--- src/smm_pkg.sv ---
package smm_pkg;

	localparam int SIZE_W  = 4;
	localparam int IDX_W   = 3;
	localparam int VALUE_W = 32;
	localparam int PADDR_W = 3;
	localparam int PDATA_W = 32;

	localparam logic [SIZE_W-1:0] SIZE_RESET = 4'd8;

	// Word index of each configuration register (paddr[2]).
	localparam logic REG_MATRIX_SIZE = 1'b0;

	// Commands from the controller to the datapath.
	typedef struct packed {
		logic             wr_en;
		logic             wr_second;
		logic             rd_en;
		logic             first;
		logic             last;
		logic             load_out;
		logic [IDX_W-1:0] out_row;
		logic [IDX_W-1:0] out_col;
		logic             out_last;
	} cmd_t;

	// Status from the datapath back to the controller.
	typedef struct packed {
		logic acc_valid;
		logic out_free;
	} status_t;

endpackage

--- src/smm_ctrl.sv ---
module smm_ctrl #(
	parameter int MAX_DIM = 8
) (
	input  logic                          clk,
	input  logic                          arst_n,
	input  logic [smm_pkg::SIZE_W-1:0]    matrix_size,
	input  logic                          item_valid,
	input  logic                          item_compute,
	input  logic [smm_pkg::IDX_W-1:0]     item_row,
	input  logic [smm_pkg::IDX_W-1:0]     item_col,
	input  logic                          item_second,
	output logic                          item_ready,
	input  smm_pkg::status_t              status,
	output smm_pkg::cmd_t                 cmd,
	output logic [((MAX_DIM * MAX_DIM > 1) ? $clog2(MAX_DIM * MAX_DIM) : 1)-1:0] wr_addr,
	output logic [((MAX_DIM * MAX_DIM > 1) ? $clog2(MAX_DIM * MAX_DIM) : 1)-1:0] rd_a_addr,
	output logic [((MAX_DIM * MAX_DIM > 1) ? $clog2(MAX_DIM * MAX_DIM) : 1)-1:0] rd_b_addr
);
	import smm_pkg::*;

	localparam int DEPTH = MAX_DIM * MAX_DIM;
	localparam int AW    = (DEPTH > 1) ? $clog2(DEPTH) : 1;
	localparam int CW    = $clog2(MAX_DIM + 1);

	localparam logic [1:0] ST_IDLE  = 2'd0;
	localparam logic [1:0] ST_ISSUE = 2'd1;
	localparam logic [1:0] ST_WAIT  = 2'd2;

	logic [1:0]    state_q;
	logic [CW-1:0] r_q;
	logic [CW-1:0] c_q;
	logic [CW-1:0] i_q;
	logic [CW-1:0] n_eff;
	logic [CW-1:0] n_m1;
	logic          accept;
	logic          in_range;

	// Size zero behaves as one, anything above the maximum as the maximum.
	always_comb begin
		if (matrix_size == '0) begin
			n_eff = CW'(1);
		end else if (int'(matrix_size) > MAX_DIM) begin
			n_eff = CW'(MAX_DIM);
		end else begin
			n_eff = CW'(matrix_size);
		end
		n_m1 = n_eff - CW'(1);
	end

	assign item_ready = (state_q == ST_IDLE);
	assign accept     = item_valid && item_ready;
	assign in_range   = (int'(item_row) < MAX_DIM) && (int'(item_col) < MAX_DIM);

	assign wr_addr   = AW'(int'(item_row) * MAX_DIM + int'(item_col));
	assign rd_a_addr = AW'(int'(r_q) * MAX_DIM + int'(i_q));
	assign rd_b_addr = AW'(int'(i_q) * MAX_DIM + int'(c_q));

	always_comb begin
		cmd           = '0;
		cmd.wr_en     = accept && !item_compute && in_range;
		cmd.wr_second = item_second;
		cmd.out_row   = IDX_W'(r_q);
		cmd.out_col   = IDX_W'(c_q);
		cmd.out_last  = (r_q == n_m1) && (c_q == n_m1);
		cmd.first     = (i_q == '0);
		cmd.last      = (i_q == n_m1);
		cmd.rd_en     = (state_q == ST_ISSUE);
		cmd.load_out  = (state_q == ST_WAIT) && status.acc_valid && status.out_free;
	end

	always_ff @(posedge clk or negedge arst_n) begin
		if (!arst_n) begin
			state_q <= ST_IDLE;
			r_q     <= '0;
			c_q     <= '0;
			i_q     <= '0;
		end else begin
			unique case (state_q)
				ST_IDLE: begin
					if (accept && item_compute) begin
						r_q     <= '0;
						c_q     <= '0;
						i_q     <= '0;
						state_q <= ST_ISSUE;
					end
				end
				ST_ISSUE: begin
					if (i_q == n_m1) begin
						i_q     <= '0;
						state_q <= ST_WAIT;
					end else begin
						i_q <= i_q + CW'(1);
					end
				end
				ST_WAIT: begin
					if (cmd.load_out) begin
						if (c_q == n_m1) begin
							c_q <= '0;
							if (r_q == n_m1) begin
								state_q <= ST_IDLE;
							end else begin
								r_q     <= r_q + CW'(1);
								state_q <= ST_ISSUE;
							end
						end else begin
							c_q     <= c_q + CW'(1);
							state_q <= ST_ISSUE;
						end
					end
				end
				default: begin
					state_q <= ST_IDLE;
				end
			endcase
		end
	end
endmodule

--- config.mk ---
export PLATFORM = sky130hd
export DESIGN_NAME = smm_ctrl
export DESIGN_NICKNAME = d
export VERILOG_FILES = /design/src/smm_pkg.sv /design/src/smm_ctrl.sv
export SDC_FILE = /design/constraint.sdc
export NUM_CORES = 1
export LEC_CHECK = 0
export BUFFER_PORTS_ARGS = -buffer_cell sky130_fd_sc_hd__buf_2
export CAP_MARGIN = 20
export CORE_UTILIZATION = 50
export DETAILED_ROUTE_END_ITERATION = 8
export PLACE_DENSITY_LB_ADDON = 0.1
export SLEW_MARGIN = 20
export SYNTH_ARGS = -nofsm -noshare
export SYNTH_HDL_FRONTEND = slang
export SYNTH_SLANG_ARGS = --single-unit
--- constraint.sdc ---
create_clock -name clk -period 5.65 [get_ports clk]
set_input_delay 1.4125 -clock clk [delete_from_list [all_inputs] [get_ports clk]]
set_output_delay 1.4125 -clock clk [all_outputs]
set_load 0.02 [all_outputs]
==> qor.json <==
{
  "outcome": {
    "run_status": "completed"
  },
  "synthesis": {
    "synth-seq-area-share": 0.286,
    "synth.ff_latch_count": 14,
    "synth-warning-count": 0,
    "synthArstFlopShare": 1.00,
    "synth_edf_count": 0,
    "syn-cell-area_um2": 1230,
    "synthesis.nets": 151,
    "avgSynthCellArea_um2": 9.81,
    "syn-instance-count": 125,
    "yosys_most_used_dff": "sky130_fd_sc_hd__dfrtp_1",
    "yosysUniqueCellTypes": 39
  },
  "sta": {
    "maxSlewHeadroom": 0.718,
    "totalNegativeSetupSlack_ns": 0,
    "rsz_0062_raised_after_global_routing": "no",
    "final.min_clock_period_ns": 4.63,
    "worst_clock_skew_ns": 0.00879,
    "worst-slew-pin-transition_ns": 0.422,
    "post-route-period-util": 0.819,
    "final_max_slew_viol_count": 0,
    "max_freq_ghz": 0.216,
    "setup-violations-final": 0,
    "timing_hold_violations_final": 0,
    "post-route-worst-setup-slack_ns": 1.02
  },
  "clock_network": {
    "clkSinkCount": 14,
    "cts_hold_repair.buffers": 0,
    "cts-buffers-inserted": 3,
    "tritoncts": "done",
    "cts-root-buf": "sky130_fd_sc_hd__clkbuf_4",
    "cts_max_path_buffers": 2,
    "clock_latency_ns": 0.28,
    "h_tree_level_count": 1,
    "resized_cells_post_cts": 0,
    "clk_pin_slew_worst_paths_ns": 0.08,
    "cts_post_setup_buffers_inserted": 0
  },
  "drt": {
    "detailedRoute.firstIterationViolations": 10,
    "routed_via_density": 5.70,
    "routed_wire_length_per_instance_um": 14.5,
    "route.vias.total": 974,
    "wl_met2_um": 1180,
    "detailedRoute.firstPassIterationCount": 4,
    "antenna_violating_nets_post_route": 0,
    "post-route-drc-count": 0,
    "routed.top_layer": "met4",
    "wirelength_met1_um": 1150,
    "finalWirelength_um": 2480,
    "met3_wirelength_um": 117
  },
  "floorplanning": {
    "fp.dieArea_um2": 2650,
    "die_width_um": 51.5,
    "placementRows": 17,
    "floorplan.io_pins": 49,
    "initial_core_util": 0.544,
    "core_region_area_um2": 2250,
    "floorplan.die.height_um": 51.5
  },
  "critical_path": {
    "critPathCaptureType": "output port",
    "criticalPathCategory": "in -> out",
    "path_max_fanout": 5,
    "cp.arrival_ns": 3.21,
    "required_ns": 4.24,
    "timing.critical_path.from_type": "primary input"
  },
  "power_and_ir_drop": {
    "clock_power_share": 0.132,
    "power_switching_share": 0.463,
    "p_leak_uw": 0.000737,
    "internal_power_uw": 291,
    "net-switching-power_uw": 251,
    "combPwrFrac": 0.538,
    "vdd_ir_drop_max_mv": 0.266,
    "power_density_nw_per_um2": 410,
    "p_seq_frac": 0.330
  },
  "layout": {
    "drive_gt1_frac": 0.343,
    "post-route-cell-area_um2": 1320,
    "n_antenna_cell": 0,
    "num-nets-final": 170,
    "num-fill-cells": 218,
    "syn_to_final_growth_pct": 7.76
  },
  "place": {
    "dp_worst_setup_slack_ns": 1.08,
    "placement.io_buffers": 34,
    "dpl-instance-area_um2": 1280,
    "post-dp-hpwl_um": 1980,
    "gpl.final_weighted_congestion": 0.816
  },
  "grt": {
    "grt_overflow_total": 0,
    "grt_max_degree": 15,
    "grt_pass1_vias": 881,
    "first_pass_grt_wire_length_um": 3890,
    "antenna_found_initial": 0,
    "globalRouteTotalUtil": 0.200
  },
  "job": {
    "maxCapViolations": 0
  },
  "min_path": {
    "worst_hold_path_class": "reg -> reg"
  }
}
[power groups by stage]
| stage | combinational (µW) | sequential (µW) | clock (µW) |
|---|---|---|---|
| 4_1_cts | 294 | 178 | 74.3 |
| 5_1_grt | 319 | 184 | 78.5 |
| 2_1_floorplan | 258 | 162 | 0 |
| 6_report | 291 | 178 | 71.6 |
| 3_5_place_dp | 293 | 180 | 0 |
| 3_3_place_gp | 288 | 179 | 0 |
[worst max-delay path, stage by stage]
cell and delay (ns):
sky130_fd_sc_hd__buf_2 0.12, sky130_fd_sc_hd__o21bai_2 0.24, sky130_fd_sc_hd__nand2_1 0.09, sky130_fd_sc_hd__ha_1 0.36, sky130_fd_sc_hd__xnor2_1 0.16, sky130_fd_sc_hd__a311oi_2 0.24
sky130_fd_sc_hd__nand3_1 0.14, sky130_fd_sc_hd__nor2_1 0.23, sky130_fd_sc_hd__buf_2 0.21
[sequential cells by signal, summed over array words and instances, names as in the netlist]
register,count
r_q,4
c_q,4
state_q,2
i_q,4
[path summary, 6_finish.rpt]
path                                     start  endpoint  slack, ns  cells past startpoint
max in group asynchronous               arst_n    c_q[1]       4.38                      1
worst max-delay path            matrix_size[1]    cmd[0]       1.02                      9
min in group asynchronous               arst_n    i_q[0]       1.02                      1
worst max register to register      state_q[1]    r_q[3]       3.77                      5
worst min register to register          c_q[2]    c_q[2]       0.56                      1
worst min-delay path                    c_q[2]    c_q[2]       0.56                      1
[layer usage]
metal | vias up | GRT usage
li1 | 466 | -
met1 | 471 | 0.250
met2 | 29 | 0.327
met3 | 8 | 0.0322
met4 | 0 | 0.108
met5 | - | 0
[cells by family (layout without fill, tap and decap cells)]
group | count (synthesis) | in the layout | synth area share
flops | 14 | 14 | 0.286
xor+xnor | 10 | 10 | 0.105
buf+inv | 26 | 44 | 0.138
simple gates | 32 | 32 | 0.142
fa+ha+maj | 9 | 9 | 0.0918
mux | 4 | 4 | 0.0388
compound gates | 30 | 30 | 0.199
[through the flow]
stage	total power [µW]	utilization	hold WS (ns)	instances
6_report	541	0.586	0.558	171
4_1_cts	546	0.586	0.558	171
3_5_place_dp	472	0.570	0.547	167
2_1_floorplan	420	-	0.515	125
3_3_place_gp	467	0.570	0.552	167
5_1_grt	581	0.586	0.604	171
[synthesized netlist by cell type (2+ instances only)]
| library cell | number | share of area |
|---|---|---|
| sky130_fd_sc_hd__buf_4 | 19 | 0.12 |
| sky130_fd_sc_hd__inv_1 | 6 | 0.018 |
| sky130_fd_sc_hd__a22o_1 | 7 | 0.050 |
| sky130_fd_sc_hd__xnor3_1 | 3 | 0.055 |
| sky130_fd_sc_hd__nor2b_1 | 4 | 0.020 |
| sky130_fd_sc_hd__dfrtp_1 | 14 | 0.29 |
| sky130_fd_sc_hd__a21o_1 | 4 | 0.024 |
| sky130_fd_sc_hd__xor2_1 | 2 | 0.014 |
| sky130_fd_sc_hd__nand2_1 | 7 | 0.021 |
| sky130_fd_sc_hd__a21oi_1 | 7 | 0.029 |
| sky130_fd_sc_hd__mux2_2 | 2 | 0.018 |
| sky130_fd_sc_hd__nand3_1 | 6 | 0.024 |
| sky130_fd_sc_hd__ha_1 | 9 | 0.092 |
| sky130_fd_sc_hd__nor3_1 | 3 | 0.012 |
| sky130_fd_sc_hd__xnor2_1 | 5 | 0.036 |
| sky130_fd_sc_hd__nor2_1 | 4 | 0.012 |
[final cells by class]
| class | count | area (µm²) | area share |
|---|---|---|---|
| clock buffer | 4 | 36.3 | 0.0275 |
| inverter | 6 | 22.5 | 0.0170 |
| multi-input combinational | 85 | 707 | 0.535 |
| sequential | 14 | 350 | 0.265 |
| tap | 28 | 35.0 | 0.0265 |
| timing repair buffer | 34 | 170 | 0.129 |
[cell usage in the layout (no fill, tap or decap), types with 2 or more instances in the layout]
cell type / Yosys / final
sky130_fd_sc_hd__a22o_1: 7 / 7
sky130_fd_sc_hd__a21o_1: 4 / 4
sky130_fd_sc_hd__xnor3_1: 3 / 3
sky130_fd_sc_hd__a21oi_1: 7 / 7
sky130_fd_sc_hd__clkbuf_4: 0 / 3
sky130_fd_sc_hd__inv_1: 6 / 6
sky130_fd_sc_hd__xor2_1: 2 / 2
sky130_fd_sc_hd__nor3_1: 3 / 3
sky130_fd_sc_hd__mux2_2: 2 / 2
sky130_fd_sc_hd__ha_1: 9 / 9
sky130_fd_sc_hd__nand3_1: 6 / 6
sky130_fd_sc_hd__dfrtp_1: 14 / 14
sky130_fd_sc_hd__buf_2: 0 / 34
sky130_fd_sc_hd__nor2_1: 4 / 4
sky130_fd_sc_hd__nor2b_1: 4 / 4
sky130_fd_sc_hd__nand2_1: 7 / 7
sky130_fd_sc_hd__xnor2_1: 5 / 5
Note: power is estimated with default switching activity, not from simulation.
