File: src/smm_pkg.sv
package smm_pkg;

	localparam int SIZE_W  = 4;
	localparam int IDX_W   = 3;
	localparam int VALUE_W = 32;
	localparam int PADDR_W = 3;
	localparam int PDATA_W = 32;

	localparam logic [SIZE_W-1:0] SIZE_RESET = 4'd8;

	// Word index of each configuration register (paddr[2]).
	localparam logic REG_MATRIX_SIZE = 1'b0;

	// Commands from the controller to the datapath.
	typedef struct packed {
		logic             wr_en;
		logic             wr_second;
		logic             rd_en;
		logic             first;
		logic             last;
		logic             load_out;
		logic [IDX_W-1:0] out_row;
		logic [IDX_W-1:0] out_col;
		logic             out_last;
	} cmd_t;

	// Status from the datapath back to the controller.
	typedef struct packed {
		logic acc_valid;
		logic out_free;
	} status_t;

endpackage

File: src/smm_result_if.sv
interface smm_result_if;
	import smm_pkg::*;

	logic                      valid;
	logic                      ready;
	logic signed [VALUE_W-1:0] product_value;
	logic [IDX_W-1:0]          out_row;
	logic [IDX_W-1:0]          out_col;
	logic                      last_element;

	modport source (
		output valid, product_value, out_row, out_col, last_element,
		input  ready
	);
	modport sink (
		input  valid, product_value, out_row, out_col, last_element,
		output ready
	);
endinterface

File: src/smm_ram.sv
module smm_ram #(
	parameter int WIDTH = 32,
	parameter int DEPTH = 64
) (
	input  logic                                        clk,
	input  logic                                        wr_en,
	input  logic [((DEPTH > 1) ? $clog2(DEPTH) : 1)-1:0] wr_addr,
	input  logic [WIDTH-1:0]                            wr_data,
	input  logic                                        rd_en,
	input  logic [((DEPTH > 1) ? $clog2(DEPTH) : 1)-1:0] rd_addr,
	output logic [WIDTH-1:0]                            rd_data
);
	logic [WIDTH-1:0] mem_q [DEPTH];

	always_ff @(posedge clk) begin
		if (wr_en) begin
			mem_q[wr_addr] <= wr_data;
		end
		if (rd_en) begin
			rd_data <= mem_q[rd_addr];
		end
	end
endmodule

File: src/smm_datapath.sv
module smm_datapath #(
	parameter int MAX_DIM = 8
) (
	input  logic                                clk,
	input  logic                                arst_n,
	input  smm_pkg::cmd_t                       cmd,
	input  logic [((MAX_DIM * MAX_DIM > 1) ? $clog2(MAX_DIM * MAX_DIM) : 1)-1:0] wr_addr,
	input  logic [((MAX_DIM * MAX_DIM > 1) ? $clog2(MAX_DIM * MAX_DIM) : 1)-1:0] rd_a_addr,
	input  logic [((MAX_DIM * MAX_DIM > 1) ? $clog2(MAX_DIM * MAX_DIM) : 1)-1:0] rd_b_addr,
	input  logic [smm_pkg::VALUE_W-1:0]         wr_data,
	output smm_pkg::status_t                    status,
	smm_result_if.source                        results
);
	import smm_pkg::*;

	localparam int DEPTH = MAX_DIM * MAX_DIM;

	logic [VALUE_W-1:0] a_rd_s1;
	logic [VALUE_W-1:0] b_rd_s1;
	logic               vld_s1;
	logic               first_s1;
	logic               last_s1;
	logic [VALUE_W-1:0] prod_s2;
	logic               vld_s2;
	logic               first_s2;
	logic               last_s2;
	logic [VALUE_W-1:0] acc_q;
	logic               acc_valid_q;
	logic               out_valid_q;
	logic [VALUE_W-1:0] out_value_q;
	logic [IDX_W-1:0]   out_row_q;
	logic [IDX_W-1:0]   out_col_q;
	logic               out_last_q;

	smm_ram #(.WIDTH(VALUE_W), .DEPTH(DEPTH)) u_first_ram (
		.clk     (clk),
		.wr_en   (cmd.wr_en && !cmd.wr_second),
		.wr_addr (wr_addr),
		.wr_data (wr_data),
		.rd_en   (cmd.rd_en),
		.rd_addr (rd_a_addr),
		.rd_data (a_rd_s1)
	);

	smm_ram #(.WIDTH(VALUE_W), .DEPTH(DEPTH)) u_second_ram (
		.clk     (clk),
		.wr_en   (cmd.wr_en && cmd.wr_second),
		.wr_addr (wr_addr),
		.wr_data (wr_data),
		.rd_en   (cmd.rd_en),
		.rd_addr (rd_b_addr),
		.rd_data (b_rd_s1)
	);

	// Tags follow the read data through the multiply and accumulate stages.
	always_ff @(posedge clk or negedge arst_n) begin
		if (!arst_n) begin
			vld_s1      <= 1'b0;
			first_s1    <= 1'b0;
			last_s1     <= 1'b0;
			vld_s2      <= 1'b0;
			first_s2    <= 1'b0;
			last_s2     <= 1'b0;
			acc_valid_q <= 1'b0;
			out_valid_q <= 1'b0;
		end else begin
			vld_s1   <= cmd.rd_en;
			first_s1 <= cmd.first;
			last_s1  <= cmd.last;
			vld_s2   <= vld_s1;
			first_s2 <= first_s1;
			last_s2  <= last_s1;
			if (vld_s2 && last_s2) begin
				acc_valid_q <= 1'b1;
			end else if (cmd.load_out) begin
				acc_valid_q <= 1'b0;
			end
			if (cmd.load_out) begin
				out_valid_q <= 1'b1;
			end else if (results.ready) begin
				out_valid_q <= 1'b0;
			end
		end
	end

	// Only the low word of each product is kept, so sign does not matter.
	always_ff @(posedge clk) begin
		prod_s2 <= a_rd_s1 * b_rd_s1;
		if (vld_s2) begin
			acc_q <= first_s2 ? prod_s2 : acc_q + prod_s2;
		end
		if (cmd.load_out) begin
			out_value_q <= acc_q;
			out_row_q   <= cmd.out_row;
			out_col_q   <= cmd.out_col;
			out_last_q  <= cmd.out_last;
		end
	end

	assign status.acc_valid = acc_valid_q;
	assign status.out_free  = !out_valid_q || results.ready;

	assign results.valid         = out_valid_q;
	assign results.product_value = out_value_q;
	assign results.out_row       = out_row_q;
	assign results.out_col       = out_col_q;
	assign results.last_element  = out_last_q;
endmodule

File: src/flat_wrapper.sv
// flat-port wrapper written by rule: the top's interface ports become plain ports
module smm_datapath_flat import smm_pkg::*;
#(
	parameter int MAX_DIM = 8
)
  (clk, arst_n, cmd, wr_addr, rd_a_addr, rd_b_addr, wr_data, status, results_valid, results_product_value, results_out_row, results_out_col, results_last_element, results_ready);
  smm_result_if results_i ();
  input  logic clk;
  input  logic arst_n;
  input  smm_pkg::cmd_t cmd;
  input  logic [((MAX_DIM * MAX_DIM > 1) ? $clog2(MAX_DIM * MAX_DIM) : 1)-1:0] wr_addr;
  input  logic [((MAX_DIM * MAX_DIM > 1) ? $clog2(MAX_DIM * MAX_DIM) : 1)-1:0] rd_a_addr;
  input  logic [((MAX_DIM * MAX_DIM > 1) ? $clog2(MAX_DIM * MAX_DIM) : 1)-1:0] rd_b_addr;
  input  logic [smm_pkg::VALUE_W-1:0] wr_data;
  output smm_pkg::status_t status;
  output wire logic [$bits(results_i.valid)-1:0] results_valid;
  output wire logic [$bits(results_i.product_value)-1:0] results_product_value;
  output wire logic [$bits(results_i.out_row)-1:0] results_out_row;
  output wire logic [$bits(results_i.out_col)-1:0] results_out_col;
  output wire logic [$bits(results_i.last_element)-1:0] results_last_element;
  input wire logic [$bits(results_i.ready)-1:0] results_ready;
  assign results_valid = results_i.valid;
  assign results_product_value = results_i.product_value;
  assign results_out_row = results_i.out_row;
  assign results_out_col = results_i.out_col;
  assign results_last_element = results_i.last_element;
  assign results_i.ready = results_ready;
  smm_datapath #(.MAX_DIM(MAX_DIM)) u_core (.clk(clk), .arst_n(arst_n), .cmd(cmd), .wr_addr(wr_addr), .rd_a_addr(rd_a_addr), .rd_b_addr(rd_b_addr), .wr_data(wr_data), .status(status), .results(results_i));
endmodule
File: config.mk
export PLATFORM = sky130hd
export DESIGN_NAME = smm_datapath_flat
export DESIGN_NICKNAME = d
export VERILOG_FILES = /design/src/smm_pkg.sv /design/src/smm_result_if.sv /design/src/smm_ram.sv /design/src/smm_datapath.sv /design/src/flat_wrapper.sv
export SDC_FILE = /design/constraint.sdc
export NUM_CORES = 2
export LEC_CHECK = 0
export BUFFER_PORTS_ARGS = -buffer_cell sky130_fd_sc_hd__buf_2
export CAP_MARGIN = 15
export CORE_ASPECT_RATIO = 0.8
export CORE_MARGIN = 2
export CORE_UTILIZATION = 50
export CTS_CLUSTER_DIAMETER = 120
export DETAILED_ROUTE_END_ITERATION = 6
export PLACE_DENSITY = 0.61
export SYNTH_ARGS = -nofsm -noshare
export SYNTH_HDL_FRONTEND = slang
export SYNTH_HIERARCHICAL = 1
export SYNTH_SLANG_ARGS = --single-unit
export TNS_END_PERCENT = 1
File: constraint.sdc
create_clock -name clk -period 7.7 [get_ports clk]
set_input_delay 0.385 -clock clk [delete_from_list [all_inputs] [get_ports clk]]
set_output_delay 0.385 -clock clk [all_outputs]
set_load 0.02 [all_outputs]
==> out/summary.json <==
{
  "status": {
    "status": "completed"
  },
  "cts": {
    "clock_sink_count": 4271,
    "clk_pin_slew_ns": 0.06,
    "clock_tree_from_tritoncts": "yes",
    "cts_buffer_depth": 4,
    "ctsRootBufferMaster": "clkbuf_16",
    "clock_latency_ns": 0.99,
    "htreeDepth": 5,
    "cts_buffers": 416
  },
  "pwr": {
    "p_int_uw": 54000,
    "seq_power_share_pct": 32.0,
    "p_sw_share_pct": 35.4,
    "total_leakage_power_uw": 0.0653,
    "vdd.ir_drop.worst_uv": 1790,
    "power_switching_uw": 29500,
    "clkPwrFrac_pct": 23.8,
    "power.density_nw_per_um2": 418,
    "share_comb_of_total_power_pct": 44.1
  },
  "placed_design": {
    "placed_cells_incl_taps": 13479,
    "place.gp.congestion": 0.864,
    "detailed_place_hpwl_um": 279000,
    "i_o_buffers": 107
  },
  "global_routing": {
    "top_usage_layer": "met1",
    "grt_util_met2_pct": 39.1,
    "global_route.usage.total_pct": 26.4,
    "grt_util_met1_pct": 40.4,
    "grt_start_max_net_pins": 131,
    "antenna_found_initial": 34,
    "grt_first_pass_wirelength_um": 675000,
    "met3_track_usage_gr_pct": 6.23,
    "via_count_of_the_first_global_routing_pass": 90137,
    "gr-total-overflow": 0
  },
  "floorplan": {
    "initial_standard_cell_utilization_of_the_core_pct": 50.1,
    "floorplan.die.height_um": 538,
    "floorplan.rows": 196,
    "fp.coreArea_sq_um": 356000,
    "ios": 108,
    "area_of_the_die_sq_um": 361000,
    "fp.dieW_um": 671
  },
  "drt": {
    "routed_wire_length_per_instance_um": 33.4,
    "final_routed_drc_violation_total": 0,
    "dr.first_iter.drc_count": 11516,
    "ant_nets": 0,
    "routed_via_density": 6.27,
    "drt_first_pass_iters": 5,
    "vias": 89749,
    "total_routed_wirelength_um": 479000
  },
  "cells_and_area": {
    "layout-drive-gt1-share_pct": 23.7,
    "final_core_utilization_pct": 56.2,
    "final_common_cell": "edfxtp_1",
    "nFillCells": 26675,
    "final_net_count": 9832,
    "layout_common_cells": "edfxtp_1 (4231), mux4_2 (1088), clkbuf_16 (418)",
    "layoutNonFillerInstCount": 14318,
    "syn2layout_area_growth_pct": 12.3
  },
  "critical_path": {
    "critical_path.reg2reg.startpoint": "u_core/u_second_ram/rd_data[2]$_DFFE_PP_",
    "worst_ep_arrival_time_ns": 8.18,
    "crit_path_top_delay_cell": "fa_1",
    "setup.worst_path.start_class": "flop",
    "setup.worst_path.end_class": "flop",
    "timing.reg2reg.setup_slack_ns": 0.31,
    "worstSetupPathType": "flop to flop",
    "critical_path_required_ns": 8.49,
    "most_used_cell_along_the_critical_path": "fa_1",
    "worstSetupStartpoint": "u_core/u_second_ram/rd_data[2]$_DFFE_PP_",
    "r2r-end": "u_core/prod_s2[30]$_DFF_P_",
    "worst_reg2reg_path_length_in_cells": 23,
    "critical_path.max_fanout": 30,
    "crit_path_max_incr_delay_ns": 0.57,
    "timing.critical_path.cells": "buf_12 -> and2_1 -> fa_1 -> inv_1 -> fa_1 -> fa_1 -> fa_1 -> inv_1 -> fa_1 -> fa_1 -> fa_1 -> fa_1 -> ha_1 -> a21o_1 -> a21o_1 -> a21oi_1 -> o21ai_0 -> a31o_2 -> a41o_1 -> or4_4 -> a31oi_1 -> o21bai_1 -> xor2_1"
  },
  "sta": {
    "max_freq_mhz": 135,
    "final.period_utilization_pct": 96.0,
    "final_total_negative_setup_slack_ns": 0,
    "finalMaxSlewViolations": 0,
    "finalSetupViolCount": 0,
    "worst_pin_slew_ns": 1.37,
    "finalHoldWorstSlack_ns": 0.0406,
    "rsz0062_at_grt": "no",
    "worst_slew_margin_rel_pct": 8.74,
    "final-hold-violation-count": 0,
    "timing.final.crit_period_ns": 7.39,
    "timing.clock.skew_ns": 0.0924
  },
  "synth": {
    "synth_fp_nets": 9394,
    "synth.avg_cell_area_sq_um": 20.3,
    "syn_inst": 8765,
    "count_of_yosys_warnings_during_synthesis": 6,
    "distinct_cell_type_count_after_synthesis": 68,
    "yosys_register_bits": 4271,
    "postSynth.topFlopCell": "edfxtp_1",
    "synth.cell_area_sq_um": 178000,
    "synth-edff-count": 4231,
    "async_reset_ff_share_pct": 0.187,
    "synth_sequential_area_ratio_pct": 71.8
  },
  "worst_hold_path": {
    "min-delay-start": "wr_data[16]",
    "min_delay_path_depth": 1,
    "worst_hold_path.endpoint": "u_core/u_second_ram/mem_q[1][16]$_DFFE_PP_",
    "hold_path_class": "input pin to flop"
  },
  "job": {
    "cap_violations": 0
  }
}
## metrics by stage
step	power [uW]	area, sq um	worst slack (ns)
after CTS	84000	200000	0.184
after global placement	63800	186000	0.235
after detailed placement	64100	186000	0.230
final	83500	200000	0.310
after floorplan	55300	178000	0.662
after global routing	88200	200000	0.00389
## per-layer routing
layer	share of wire, %	routed length, um	up-vias
li1	-	-	35946
met1	43	204000	48909
met2	44	213000	4274
met3	11	50400	620
met4	2.4	11500	0
met5	0	0	-
## critical path: cells and delay by family, from the launching register on
| family | cells | cell delay, ns |
|---|---|---|
| flops | 1 | 0.41 |
| compound gates | 8 | 1.40 |
| fa+ha+maj | 9 | 4.39 |
| simple gates | 2 | 0.59 |
| xor+xnor | 1 | 0.14 |
| buf+inv | 3 | 0.29 |
## repair_timing
action | 4_1_cts | 5_1_grt
buffers inserted | 0 | 18
hold buffers | 34 | 0
gates resized for setup | 0 | 1
endpoints found under the setup margin | 0 | 3
endpoints found under the hold margin | 645 | 0
## cell usage after synthesis (154+ instances only)
cell type,instances,area [sq um]
a21oi_1,159,796
and2_1,316,1980
clkbuf_1,241,905
edfxtp_1,4231,127000
fa_1,409,8190
ha_1,154,1930
inv_1,383,1440
mux2i_1,189,1890
mux4_2,1088,24500
nand2_1,327,1230
nor2_1,312,1170
o22ai_1,168,1050
## state kept, by name (all words and copies together) (netlist names), 3 cells and up
name                          flops
u_core/acc_q                     32
u_core/u_second_ram/rd_data      32
u_core/results.out_col            3
u_core/u_first_ram/mem_q       2048
u_core/u_second_ram/mem_q      2048
u_core/u_first_ram/rd_data       32
u_core/results.product_value     32
u_core/prod_s2                   32
u_core/results.out_row            3
## how the worst max path moves through the flow
stage | end | slack [ns] | cells after the start
after floorplan | u_core/prod_s2[30]$_DFF_P_ | 0.66 | 24
after global placement | u_core/prod_s2[30]$_DFF_P_ | 0.23 | 25
after detailed placement | u_core/prod_s2[30]$_DFF_P_ | 0.23 | 25
after CTS | u_core/prod_s2[30]$_DFF_P_ | 0.18 | 25
after global routing | u_core/prod_s2[30]$_DFF_P_ | 0.004 | 23
final | u_core/prod_s2[30]$_DFF_P_ | 0.31 | 23
## power groups by stage
stage | clock network [uW] | logic [uW] | registers, uW
6_report | 19900 | 36900 | 26800
5_1_grt | 21100 | 40400 | 26700
4_1_cts | 20200 | 37000 | 26800
3_5_place_dp | 0 | 36800 | 27300
3_3_place_gp | 0 | 36500 | 27300
2_1_floorplan | 0 | 28000 | 27300
## area by class of cell
cell class / instances / area [sq um] / area share (%)
timing repair buffer: 478 / 3870 / 1.94
tap: 4752 / 5950 / 2.97
antenna: 17 / 42.5 / 0.0213
sequential: 4271 / 128000 / 63.9
inverter: 383 / 1440 / 0.719
clock inverter: 261 / 2380 / 1.19
clock buffer: 503 / 10800 / 5.39
multi-input combinational: 3653 / 47600 / 23.8
## logic make-up after synthesis
kind of cell               synth area share (%)
and+or+nand+nor                            3.08
xor gates and xnor gates                  0.511
AOI/OAI and AO/OA                          2.11
DFF                                        71.8
adders and majority gates                  5.68
muxes                                      14.8
buffers and inverters                      2.00
(Power assumes the default switching activity.)
